File: src/rtl/hrc_pkg.sv
// ----------------------------------------------------------------------------
// hrc_pkg
// Shared types and constants for the HSL rainbow color generator.
// ----------------------------------------------------------------------------
package hrc_pkg;

  // Default widths of the time base and the color channels
  localparam int TIME_WIDTH_DEF    = 32;
  localparam int CHANNEL_WIDTH_DEF = 16;

  // Fixed port widths
  localparam int CFG_DATA_W = 16;
  localparam int CFG_IDX_W  = 2;
  localparam int DELAY_W    = 16;
  localparam int OUT_W      = 16;

  // Color channels, in lane order: red, green, blue
  localparam int NUM_CH = 3;

  // Configuration register indexes
  typedef enum logic [CFG_IDX_W-1:0] {
    REG_SATURATION   = 2'd0,
    REG_LIGHTNESS    = 2'd1,
    REG_HUE_STEP     = 2'd2,
    REG_UPDATE_DELAY = 2'd3
  } cfg_reg_t;

  // Sequencer states
  typedef enum logic [2:0] {
    ST_IDLE,
    ST_CHECK,
    ST_LS_WAIT,
    ST_QCALC,
    ST_PCALC,
    ST_CH_SETUP,
    ST_CH_WAIT,
    ST_EMIT
  } state_t;

  // Segment of the hue circle a channel falls in
  typedef enum logic [1:0] {
    RG_RISE,
    RG_HIGH,
    RG_FALL,
    RG_LOW
  } region_t;

endpackage

File: src/rtl/hrc_serial_mul.sv
// ----------------------------------------------------------------------------
// hrc_serial_mul
// Bit-serial shift-add multiplier returning the upper half of a W x W product.
// ----------------------------------------------------------------------------
module hrc_serial_mul #(
  parameter int W = hrc_pkg::CHANNEL_WIDTH_DEF
) (
  input  logic         clk,
  input  logic         rst_n,
  input  logic         start,
  input  logic [W-1:0] mcand,
  input  logic [W-1:0] mplier,
  output logic         done,
  output logic [W-1:0] prod
);

  localparam int CNT_W = $clog2(W + 1);

  logic [W-1:0]     mcand_r, mcand_nxt;
  logic [W-1:0]     mplier_r, mplier_nxt;
  logic [W-1:0]     acc_r, acc_nxt;
  logic [CNT_W-1:0] cnt_r, cnt_nxt;
  logic             busy_r, busy_nxt;
  logic             done_r, done_nxt;
  logic [W:0]       sum;

  // One multiplier bit per cycle, LSB first; low product bits fall off the end
  always_comb begin
    mcand_nxt  = mcand_r;
    mplier_nxt = mplier_r;
    acc_nxt    = acc_r;
    cnt_nxt    = cnt_r;
    busy_nxt   = busy_r;
    done_nxt   = 1'b0;
    sum        = {1'b0, acc_r} + (mplier_r[0] ? {1'b0, mcand_r} : '0);
    if (start) begin
      mcand_nxt  = mcand;
      mplier_nxt = mplier;
      acc_nxt    = '0;
      cnt_nxt    = CNT_W'(W);
      busy_nxt   = 1'b1;
    end else if (busy_r) begin
      acc_nxt    = sum[W:1];
      mplier_nxt = mplier_r >> 1;
      cnt_nxt    = cnt_r - CNT_W'(1);
      if (cnt_r == CNT_W'(1)) begin
        busy_nxt = 1'b0;
        done_nxt = 1'b1;
      end
    end
  end

  // Control
  always_ff @(posedge clk) begin
    if (!rst_n) begin
      busy_r <= 1'b0;
      done_r <= 1'b0;
      cnt_r  <= '0;
    end else begin
      busy_r <= busy_nxt;
      done_r <= done_nxt;
      cnt_r  <= cnt_nxt;
    end
  end

  // Operands and accumulator
  always_ff @(posedge clk) begin
    mcand_r  <= mcand_nxt;
    mplier_r <= mplier_nxt;
    acc_r    <= acc_nxt;
  end

  assign done = done_r;
  assign prod = acc_r;

endmodule

File: src/rtl/hsl_rainbow_color_generator.sv
// ----------------------------------------------------------------------------
// hsl_rainbow_color_generator
// Timed hue sweep: converts the stored hue with configured S and L to RGB.
// ----------------------------------------------------------------------------
// An updating tick runs two bit-serial multiplier passes, l*s and then the
//   channel ramps, before its color shows; zero saturation skips both.
// A tick before its deadline returns to idle with no color. No new tick is
//   taken until the current one is done.
// A stalled output holds the sequencer in its final state.
// Reset (synchronous): config to defaults, hue and deadline to zero.
module hsl_rainbow_color_generator #(
  parameter int TIME_WIDTH    = hrc_pkg::TIME_WIDTH_DEF,
  parameter int CHANNEL_WIDTH = hrc_pkg::CHANNEL_WIDTH_DEF
) (
  input  logic                           clk,
  input  logic                           rst_n,
  input  logic                           in_valid,
  output logic                           in_stall,
  input  logic [TIME_WIDTH-1:0]          in_current_time,
  input  logic                           in_restart,
  output logic                           out_valid,
  input  logic                           out_stall,
  output logic [hrc_pkg::OUT_W-1:0]      out_red,
  output logic [hrc_pkg::OUT_W-1:0]      out_green,
  output logic [hrc_pkg::OUT_W-1:0]      out_blue,
  input  logic                           cfg_we,
  input  logic [hrc_pkg::CFG_IDX_W-1:0]  cfg_index,
  input  logic [hrc_pkg::CFG_DATA_W-1:0] cfg_wdata
);

  localparam int CW    = CHANNEL_WIDTH;
  localparam int TW    = TIME_WIDTH;
  localparam int NCH   = hrc_pkg::NUM_CH;
  localparam int OW    = hrc_pkg::OUT_W;
  localparam int DW    = hrc_pkg::DELAY_W;
  localparam int SUM_W = ((TW > DW) ? TW : DW) + 1;

  // Fixed-point fractions of one turn
  localparam logic [CW-1:0] CMAX_C       = {CW{1'b1}};
  localparam logic [CW-1:0] HALF_C       = {1'b1, {(CW-1){1'b0}}};
  localparam logic [CW-1:0] THIRD_C      = CW'((64'd1 << CW) / 64'd3);
  localparam logic [CW-1:0] SIXTH_C      = CW'((64'd1 << CW) / 64'd6);
  localparam logic [CW-1:0] TWO_THIRDS_C = CW'((64'd2 << CW) / 64'd3);
  localparam logic [CW-1:0] STEP_RST_C   = CW'((64'd1 << CW) / 64'd100);

  // Configuration registers
  logic [CW-1:0] sat_r, light_r, step_r;
  logic [DW-1:0] delay_r;

  // Sequencer and state
  hrc_pkg::state_t  state_r, state_nxt;
  logic [CW-1:0]    hue_r, hue_nxt;
  logic [TW-1:0]    deadline_r, deadline_nxt;
  logic [TW-1:0]    now_r, now_nxt;
  logic             restart_r, restart_nxt;
  logic [CW-1:0]    ls_r, ls_nxt;
  logic [CW-1:0]    q_r, q_nxt;
  logic [CW-1:0]    p_r, p_nxt;
  hrc_pkg::region_t region_r [NCH];
  hrc_pkg::region_t region_nxt [NCH];
  logic [CW-1:0]    rgb_r [NCH];
  logic [CW-1:0]    rgb_nxt [NCH];
  logic             out_valid_r, out_valid_nxt;
  logic [OW-1:0]    out_rgb_r [NCH];
  logic [OW-1:0]    out_rgb_nxt [NCH];

  // Datapath helpers
  logic [CW:0]      q_sum, two_l, p_dif;
  logic [CW-1:0]    q_c, p_c, diff_c;
  logic [CW-1:0]    t_c [NCH];
  logic [CW-1:0]    x_c [NCH];
  logic [CW+1:0]    x6_c [NCH];
  logic [CW-1:0]    mult_c [NCH];
  hrc_pkg::region_t region_c [NCH];
  logic [CW:0]      v_sum [NCH];
  logic [CW-1:0]    val_c [NCH];
  logic [SUM_W-1:0] dl_sum;
  logic [TW-1:0]    dl_c;

  // Multiplier lanes
  logic             mul_start;
  logic [CW-1:0]    mul_a [NCH];
  logic [CW-1:0]    mul_b [NCH];
  logic [NCH-1:0]   mul_done;
  logic [CW-1:0]    mul_prod [NCH];

  // Configuration writes
  always_ff @(posedge clk) begin
    if (!rst_n) begin
      sat_r   <= CMAX_C;
      light_r <= HALF_C;
      step_r  <= STEP_RST_C;
      delay_r <= DW'(1);
    end else if (cfg_we) begin
      unique case (hrc_pkg::cfg_reg_t'(cfg_index))
        hrc_pkg::REG_SATURATION:   sat_r   <= CW'(cfg_wdata);
        hrc_pkg::REG_LIGHTNESS:    light_r <= CW'(cfg_wdata);
        hrc_pkg::REG_HUE_STEP:     step_r  <= CW'(cfg_wdata);
        hrc_pkg::REG_UPDATE_DELAY: delay_r <= cfg_wdata;
      endcase
    end
  end

  // q and p of the HSL conversion, and the swing between them
  always_comb begin
    if (light_r < HALF_C) begin
      q_sum = {1'b0, light_r} + {1'b0, ls_r};
    end else begin
      q_sum = {1'b0, light_r} + {1'b0, sat_r} - {1'b0, ls_r};
    end
    q_c   = q_sum[CW] ? CMAX_C : q_sum[CW-1:0];
    two_l = {light_r, 1'b0};
    p_dif = two_l - {1'b0, q_r};
    if (two_l > {1'b0, q_r}) begin
      p_c = p_dif[CW] ? CMAX_C : p_dif[CW-1:0];
    end else begin
      p_c = '0;
    end
    diff_c = q_r - p_r;
  end

  // Per-channel hue, segment and ramp multiplier
  always_comb begin
    t_c[0] = hue_r + THIRD_C;
    t_c[1] = hue_r;
    t_c[2] = hue_r - THIRD_C;
    for (int ch = 0; ch < NCH; ch++) begin
      if (t_c[ch] < SIXTH_C) begin
        region_c[ch] = hrc_pkg::RG_RISE;
        x_c[ch]      = t_c[ch];
      end else if (t_c[ch] < HALF_C) begin
        region_c[ch] = hrc_pkg::RG_HIGH;
        x_c[ch]      = '0;
      end else if (t_c[ch] < TWO_THIRDS_C) begin
        region_c[ch] = hrc_pkg::RG_FALL;
        x_c[ch]      = TWO_THIRDS_C - t_c[ch];
      end else begin
        region_c[ch] = hrc_pkg::RG_LOW;
        x_c[ch]      = '0;
      end
      // 6*x stays below one turn since x never exceeds one sixth
      x6_c[ch]   = {x_c[ch], 2'b00} + {1'b0, x_c[ch], 1'b0};
      mult_c[ch] = x6_c[ch][CW-1:0];
    end
  end

  // Channel values from the ramp products
  always_comb begin
    for (int ch = 0; ch < NCH; ch++) begin
      v_sum[ch] = {1'b0, p_r} + {1'b0, mul_prod[ch]};
      case (region_r[ch]) inside
        hrc_pkg::RG_RISE, hrc_pkg::RG_FALL: val_c[ch] = v_sum[ch][CW] ? CMAX_C : v_sum[ch][CW-1:0];
        hrc_pkg::RG_HIGH: val_c[ch] = q_r;
        default:          val_c[ch] = p_r;
      endcase
    end
  end

  // Next deadline, saturating at the top of the time range
  always_comb begin
    dl_sum = SUM_W'(now_r) + SUM_W'(delay_r);
    dl_c   = (|(dl_sum >> TW)) ? {TW{1'b1}} : dl_sum[TW-1:0];
  end

  // Lane operands: lane 0 forms l*s first, then all lanes run the ramps
  always_comb begin
    for (int ch = 0; ch < NCH; ch++) begin
      mul_a[ch] = diff_c;
      mul_b[ch] = mult_c[ch];
    end
    if (state_r == hrc_pkg::ST_CHECK) begin
      mul_a[0] = light_r;
      mul_b[0] = sat_r;
    end
  end

  for (genvar ch = 0; ch < NCH; ch++) begin : g_lane
    hrc_serial_mul #(
      .W(CW)
    ) u_mul (
      .clk    (clk),
      .rst_n  (rst_n),
      .start  (mul_start),
      .mcand  (mul_a[ch]),
      .mplier (mul_b[ch]),
      .done   (mul_done[ch]),
      .prod   (mul_prod[ch])
    );
  end

  // Sequencer: next state and outputs
  always_comb begin
    state_nxt     = state_r;
    now_nxt       = now_r;
    restart_nxt   = restart_r;
    hue_nxt       = hue_r;
    deadline_nxt  = deadline_r;
    ls_nxt        = ls_r;
    q_nxt         = q_r;
    p_nxt         = p_r;
    region_nxt    = region_r;
    rgb_nxt       = rgb_r;
    out_rgb_nxt   = out_rgb_r;
    out_valid_nxt = out_valid_r && out_stall;
    mul_start     = 1'b0;
    in_stall      = (state_r != hrc_pkg::ST_IDLE);

    unique case (state_r)
      hrc_pkg::ST_IDLE: begin
        if (in_valid) begin
          now_nxt     = in_current_time;
          restart_nxt = in_restart;
          state_nxt   = hrc_pkg::ST_CHECK;
        end
      end
      hrc_pkg::ST_CHECK: begin
        // restart bypasses the deadline check, so the tick always updates
        if (restart_r || (now_r >= deadline_r)) begin
          if (sat_r == '0) begin
            for (int ch = 0; ch < NCH; ch++) begin
              rgb_nxt[ch] = light_r;
            end
            state_nxt = hrc_pkg::ST_EMIT;
          end else begin
            mul_start = 1'b1;
            state_nxt = hrc_pkg::ST_LS_WAIT;
          end
        end else begin
          state_nxt = hrc_pkg::ST_IDLE;
        end
      end
      hrc_pkg::ST_LS_WAIT: begin
        if (&mul_done) begin
          ls_nxt    = mul_prod[0];
          state_nxt = hrc_pkg::ST_QCALC;
        end
      end
      hrc_pkg::ST_QCALC: begin
        q_nxt     = q_c;
        state_nxt = hrc_pkg::ST_PCALC;
      end
      hrc_pkg::ST_PCALC: begin
        p_nxt     = p_c;
        state_nxt = hrc_pkg::ST_CH_SETUP;
      end
      hrc_pkg::ST_CH_SETUP: begin
        mul_start  = 1'b1;
        region_nxt = region_c;
        state_nxt  = hrc_pkg::ST_CH_WAIT;
      end
      hrc_pkg::ST_CH_WAIT: begin
        if (&mul_done) begin
          rgb_nxt   = val_c;
          state_nxt = hrc_pkg::ST_EMIT;
        end
      end
      hrc_pkg::ST_EMIT: begin
        // hand off once the output register is free
        if (!out_valid_r || !out_stall) begin
          out_valid_nxt = 1'b1;
          for (int ch = 0; ch < NCH; ch++) begin
            out_rgb_nxt[ch] = OW'(rgb_r[ch]);
          end
          hue_nxt      = hue_r + step_r;
          deadline_nxt = dl_c;
          state_nxt    = hrc_pkg::ST_IDLE;
        end
      end
    endcase
  end

  // Control state
  always_ff @(posedge clk) begin
    if (!rst_n) begin
      state_r     <= hrc_pkg::ST_IDLE;
      hue_r       <= '0;
      deadline_r  <= '0;
      out_valid_r <= 1'b0;
    end else begin
      state_r     <= state_nxt;
      hue_r       <= hue_nxt;
      deadline_r  <= deadline_nxt;
      out_valid_r <= out_valid_nxt;
    end
  end

  // Payload
  always_ff @(posedge clk) begin
    now_r     <= now_nxt;
    restart_r <= restart_nxt;
    ls_r      <= ls_nxt;
    q_r       <= q_nxt;
    p_r       <= p_nxt;
    region_r  <= region_nxt;
    rgb_r     <= rgb_nxt;
    out_rgb_r <= out_rgb_nxt;
  end

  assign out_valid = out_valid_r;
  assign out_red   = out_rgb_r[0];
  assign out_green = out_rgb_r[1];
  assign out_blue  = out_rgb_r[2];

endmodule

File: config.mk
export PLATFORM = sky130hd
export DESIGN_NAME = hsl_rainbow_color_generator
export DESIGN_NICKNAME = d
export VERILOG_FILES = /design/src/rtl/hrc_pkg.sv /design/src/rtl/hrc_serial_mul.sv /design/src/rtl/hsl_rainbow_color_generator.sv
export SDC_FILE = /design/constraint.sdc
export NUM_CORES = 1
export LEC_CHECK = 0
export BUFFER_PORTS_ARGS = -buffer_cell sky130_fd_sc_hd__buf_2
export CAP_MARGIN = 10
export CORE_UTILIZATION = 35
export CTS_CLUSTER_SIZE = 40
export DETAILED_ROUTE_END_ITERATION = 10
export PLACE_DENSITY_LB_ADDON = 0.1
export SLEW_MARGIN = 20
export SYNTH_ARGS = -nofsm -noshare
export SYNTH_HDL_FRONTEND = slang
export SYNTH_SLANG_ARGS = --single-unit
File: constraint.sdc
create_clock -name clk -period 7.9 [get_ports clk]
set_clock_uncertainty 0.1 [all_clocks]
set_input_delay 1.185 -clock clk [delete_from_list [all_inputs] [get_ports clk]]
set_output_delay 1.185 -clock clk [all_outputs]
set_load 0.02 [all_outputs]
==> impl_results.md <==
* Critical path class: flop to flop
* RSZ-0062 raised after global routing: no
* Power Dens Cells at between 200 and 250 mW/mm^2
* Period Utilization, post-route at roughly 83%
* Top cells by area, synth: edfxtp_1, dfxtp_1, ha_1, a21oi_1, xnor2_1
* Slew margin rel. at a little under a quarter
* Port Buffers at approximately 110
* Setup violators final at 0
* Top FF cell, synth: edfxtp_1
* Total track usage at between 20 and 25%
* First-pass GRT wire length at roughly 140000 um
* CP cell instances: inv_1, ha_1, a211oi_2, nor2_1, a2111oi_0, a311oi_1, nand2_1, nand2_1, xor2_1, nor2_1, ha_1, a211oi_1, o21bai_1, o31ai_1, o21ai_0, o41ai_1, o21ai_0, nand3b_1, or4_1, nand3_1
* Vias/cell at 5.28
* Die X at roughly 300 um
* CTS sink cnt at 448
* Synth Cell Area at just over 0.03 mm^2
* Worst Setup End Kind: flop
* Status: finished, final reports clean
* Final Critical Period at between 6000 and 7000 ps
* Final wirelength at a little over 90000 um
* Slew at the pin closest to its max-slew limit at ~1100 ps
* Largest net degree at the start of global routing at approximately 120
* First-pass DRT Iterations at 5
* Row count at approximately 110
* Nets at 3873
* Avg Cell Area, Syn at approximately 9 um^2
* Ys Warns at 0
* Post-layout util at 39.7%
* Worst path max stage delay at about 800 ps
* Initial Util at between 30% and 40%
* # hold bufs at CTS at 0
* # fillers at just under 9000
* Num CTS Buffers at 56
* CTS tree: done
* Most frequent cells in the layout: nand2_1, a21oi_1, nor2_1
* Number of synthesized register bits at about 450
* Sequential area share after synthesis at a little under two fifths
* Slowest cell on the critical path: dfxtp_1
* Worst Path Max Fanout at 20
* Setup TNS at 0 ps
* VDD IR max at around 0.18 mV
* Max Freq at roughly 0.15 GHz
* Setup Buffers After CTS at 0
* Die ar. at 0.0894 mm^2
* Most common cell after layout, fill and taps aside: nand2_1
* Area Overhead vs Synth at 11.9%
* Netlist cell types at 81
* Core Area at between 0.08 and 0.09 mm^2
* PostCTS Resize Cnt at 0
* HP Class: flop to flop
* CP arrival at slightly below 7000 ps
* Worst setup SP type: flop
* CTS Root Buffer Type: clkbuf_16
* Clk Latency, worst-skew pair at 640 ps
* Post-synth EDFFs at 263
* Final hold violations at 0
* Post-synth top area share at around 26%
* Critical Path RT at 8300 ps
* Final HPWL DP at 69200 um
* Boundary Pins at ~110
* Placer Congestion at 0.863
* Die Ht at 299 um
* WP buf/inv at 1
* Syn Nets at 3812
* Vias at around 25000
* 1st-iter DRT viols at around 1400
* Global route overflow at 0
* Overall Power at approximately 7.4 mW
* Initial antenna violation count at 1
* Pins over their slew limit at 0
* Maxcap violations at 0
* Maximum clock path buffer count at 3
* Layout cells sized above 1 at between 8 and 9%
* Post-DR wirelength/cell at approximately 19 um
* Post-DRT Antenna Nets at 0
* Worst path top cell family by delay: compound AO/OA/AOI/OAI gates
* Gate Count Post-Synth at about 3500
* Vias in the first global route at 24000
* Yosys top cell by area: edfxtp_1
* N_diodes at 0
* H-tree lvl count at 2
* Async SR Flop Fraction at 0%
* Residual DRC count at 0
* Leak pwr at approximately 14 nW
* Clk pin slew, worst setup/hold paths at around 70 ps
## metrics by stage
stage | instances | setup WS [ps] | instance area [um^2] | hold WS (ps)
floorplan | 3453 | 2350 | 30900 | 300
global placement | 4611 | 1600 | 32600 | 301
detailed placement | 4611 | 1540 | 32600 | 305
CTS | 4717 | 1520 | 34600 | 318
global route | 4717 | 910 | 34600 | 324
finish | 4717 | 1340 | 34600 | 314
## cell families (layout without fill, tap and decap cells)
family,count (synthesis),after routing,share of synthesized area [%]
AND/OR/NAND/NOR,1068,1068,16.1
adder cells (fa/ha/maj),303,303,13.0
multiplexers,99,99,3.28
flip-flops,448,448,37.6
XOR/XNOR,246,246,6.98
AO/OA/AOI/OAI,919,919,18.5
buffers and inverters,370,479,4.57
## per-layer routing
metal  routed length, um  part of all wire [%]  global-route usage (%)
met1               42500                    47                    26.7
met4                2300                   2.5                    5.37
met2               43400                    48                    34.6
met5                  13                 0.014                       0
met3                2830                   3.1                    2.24
## flip-flops by register name (all words and copies together) (netlist names), 32 cells and up
signal                 flops
now_r                     32
g_lane.u_mul.mcand_r      32
deadline_r                32
rgb_r                     48
g_lane.u_mul.prod         48
g_lane.u_mul.mplier_r     48
## layout make-up
type / count / area [um^2] / share of cell area, %
Clock buffer: 83 / 1620 / 4.69
Clock inverter: 23 / 304 / 0.880
Inverter: 234 / 883 / 2.56
Multi-Input combinational cell: 2635 / 17900 / 51.9
Sequential cell: 448 / 11600 / 33.6
Tap cell: 1155 / 1450 / 4.18
Timing Repair Buffer: 139 / 781 / 2.26
## worst paths after layout
path | endpoint | depth (start not counted) | slack (ps) | start
worst max register to register | g_lane[0].u_mul.mplier_r[15]$_SDFFCE_PN0P_ | 20 | 1340 | hue_r[2]$_SDFFE_PN0P_
worst min-delay path | out_red[11]$_DFFE_PP_ | 0 | 310 | rgb_r[43]$_DFFE_PP_
worst min register to register | out_red[11]$_DFFE_PP_ | 0 | 310 | rgb_r[43]$_DFFE_PP_
worst max-delay path | g_lane[0].u_mul.mplier_r[15]$_SDFFCE_PN0P_ | 20 | 1340 | hue_r[2]$_SDFFE_PN0P_
## synth_stat cells (all sizes together), types with 30 or more instances
cell type,n
a211oi,49
a21o,60
a21oi,320
a31oi,45
and2,55
clkbuf,109
dfxtp,185
edfxtp,263
fa,30
ha,273
inv,230
mux2i,81
nand2,367
nand2b,41
nand3,71
nor2,284
nor2b,41
nor3,61
o211ai,39
o21a,41
o21ai,210
xnor2,164
xor2,82
## power by group
| group | leakage [nW] | internal, mW | switching, mW |
|---|---|---|---|
| logic | 9.34 | 0.770 | 1.02 |
| registers | 3.96 | 2.70 | 0.245 |
| clock network | 0.943 | 1.62 | 1.08 |
Note: power is estimated with default switching activity, not from simulation.
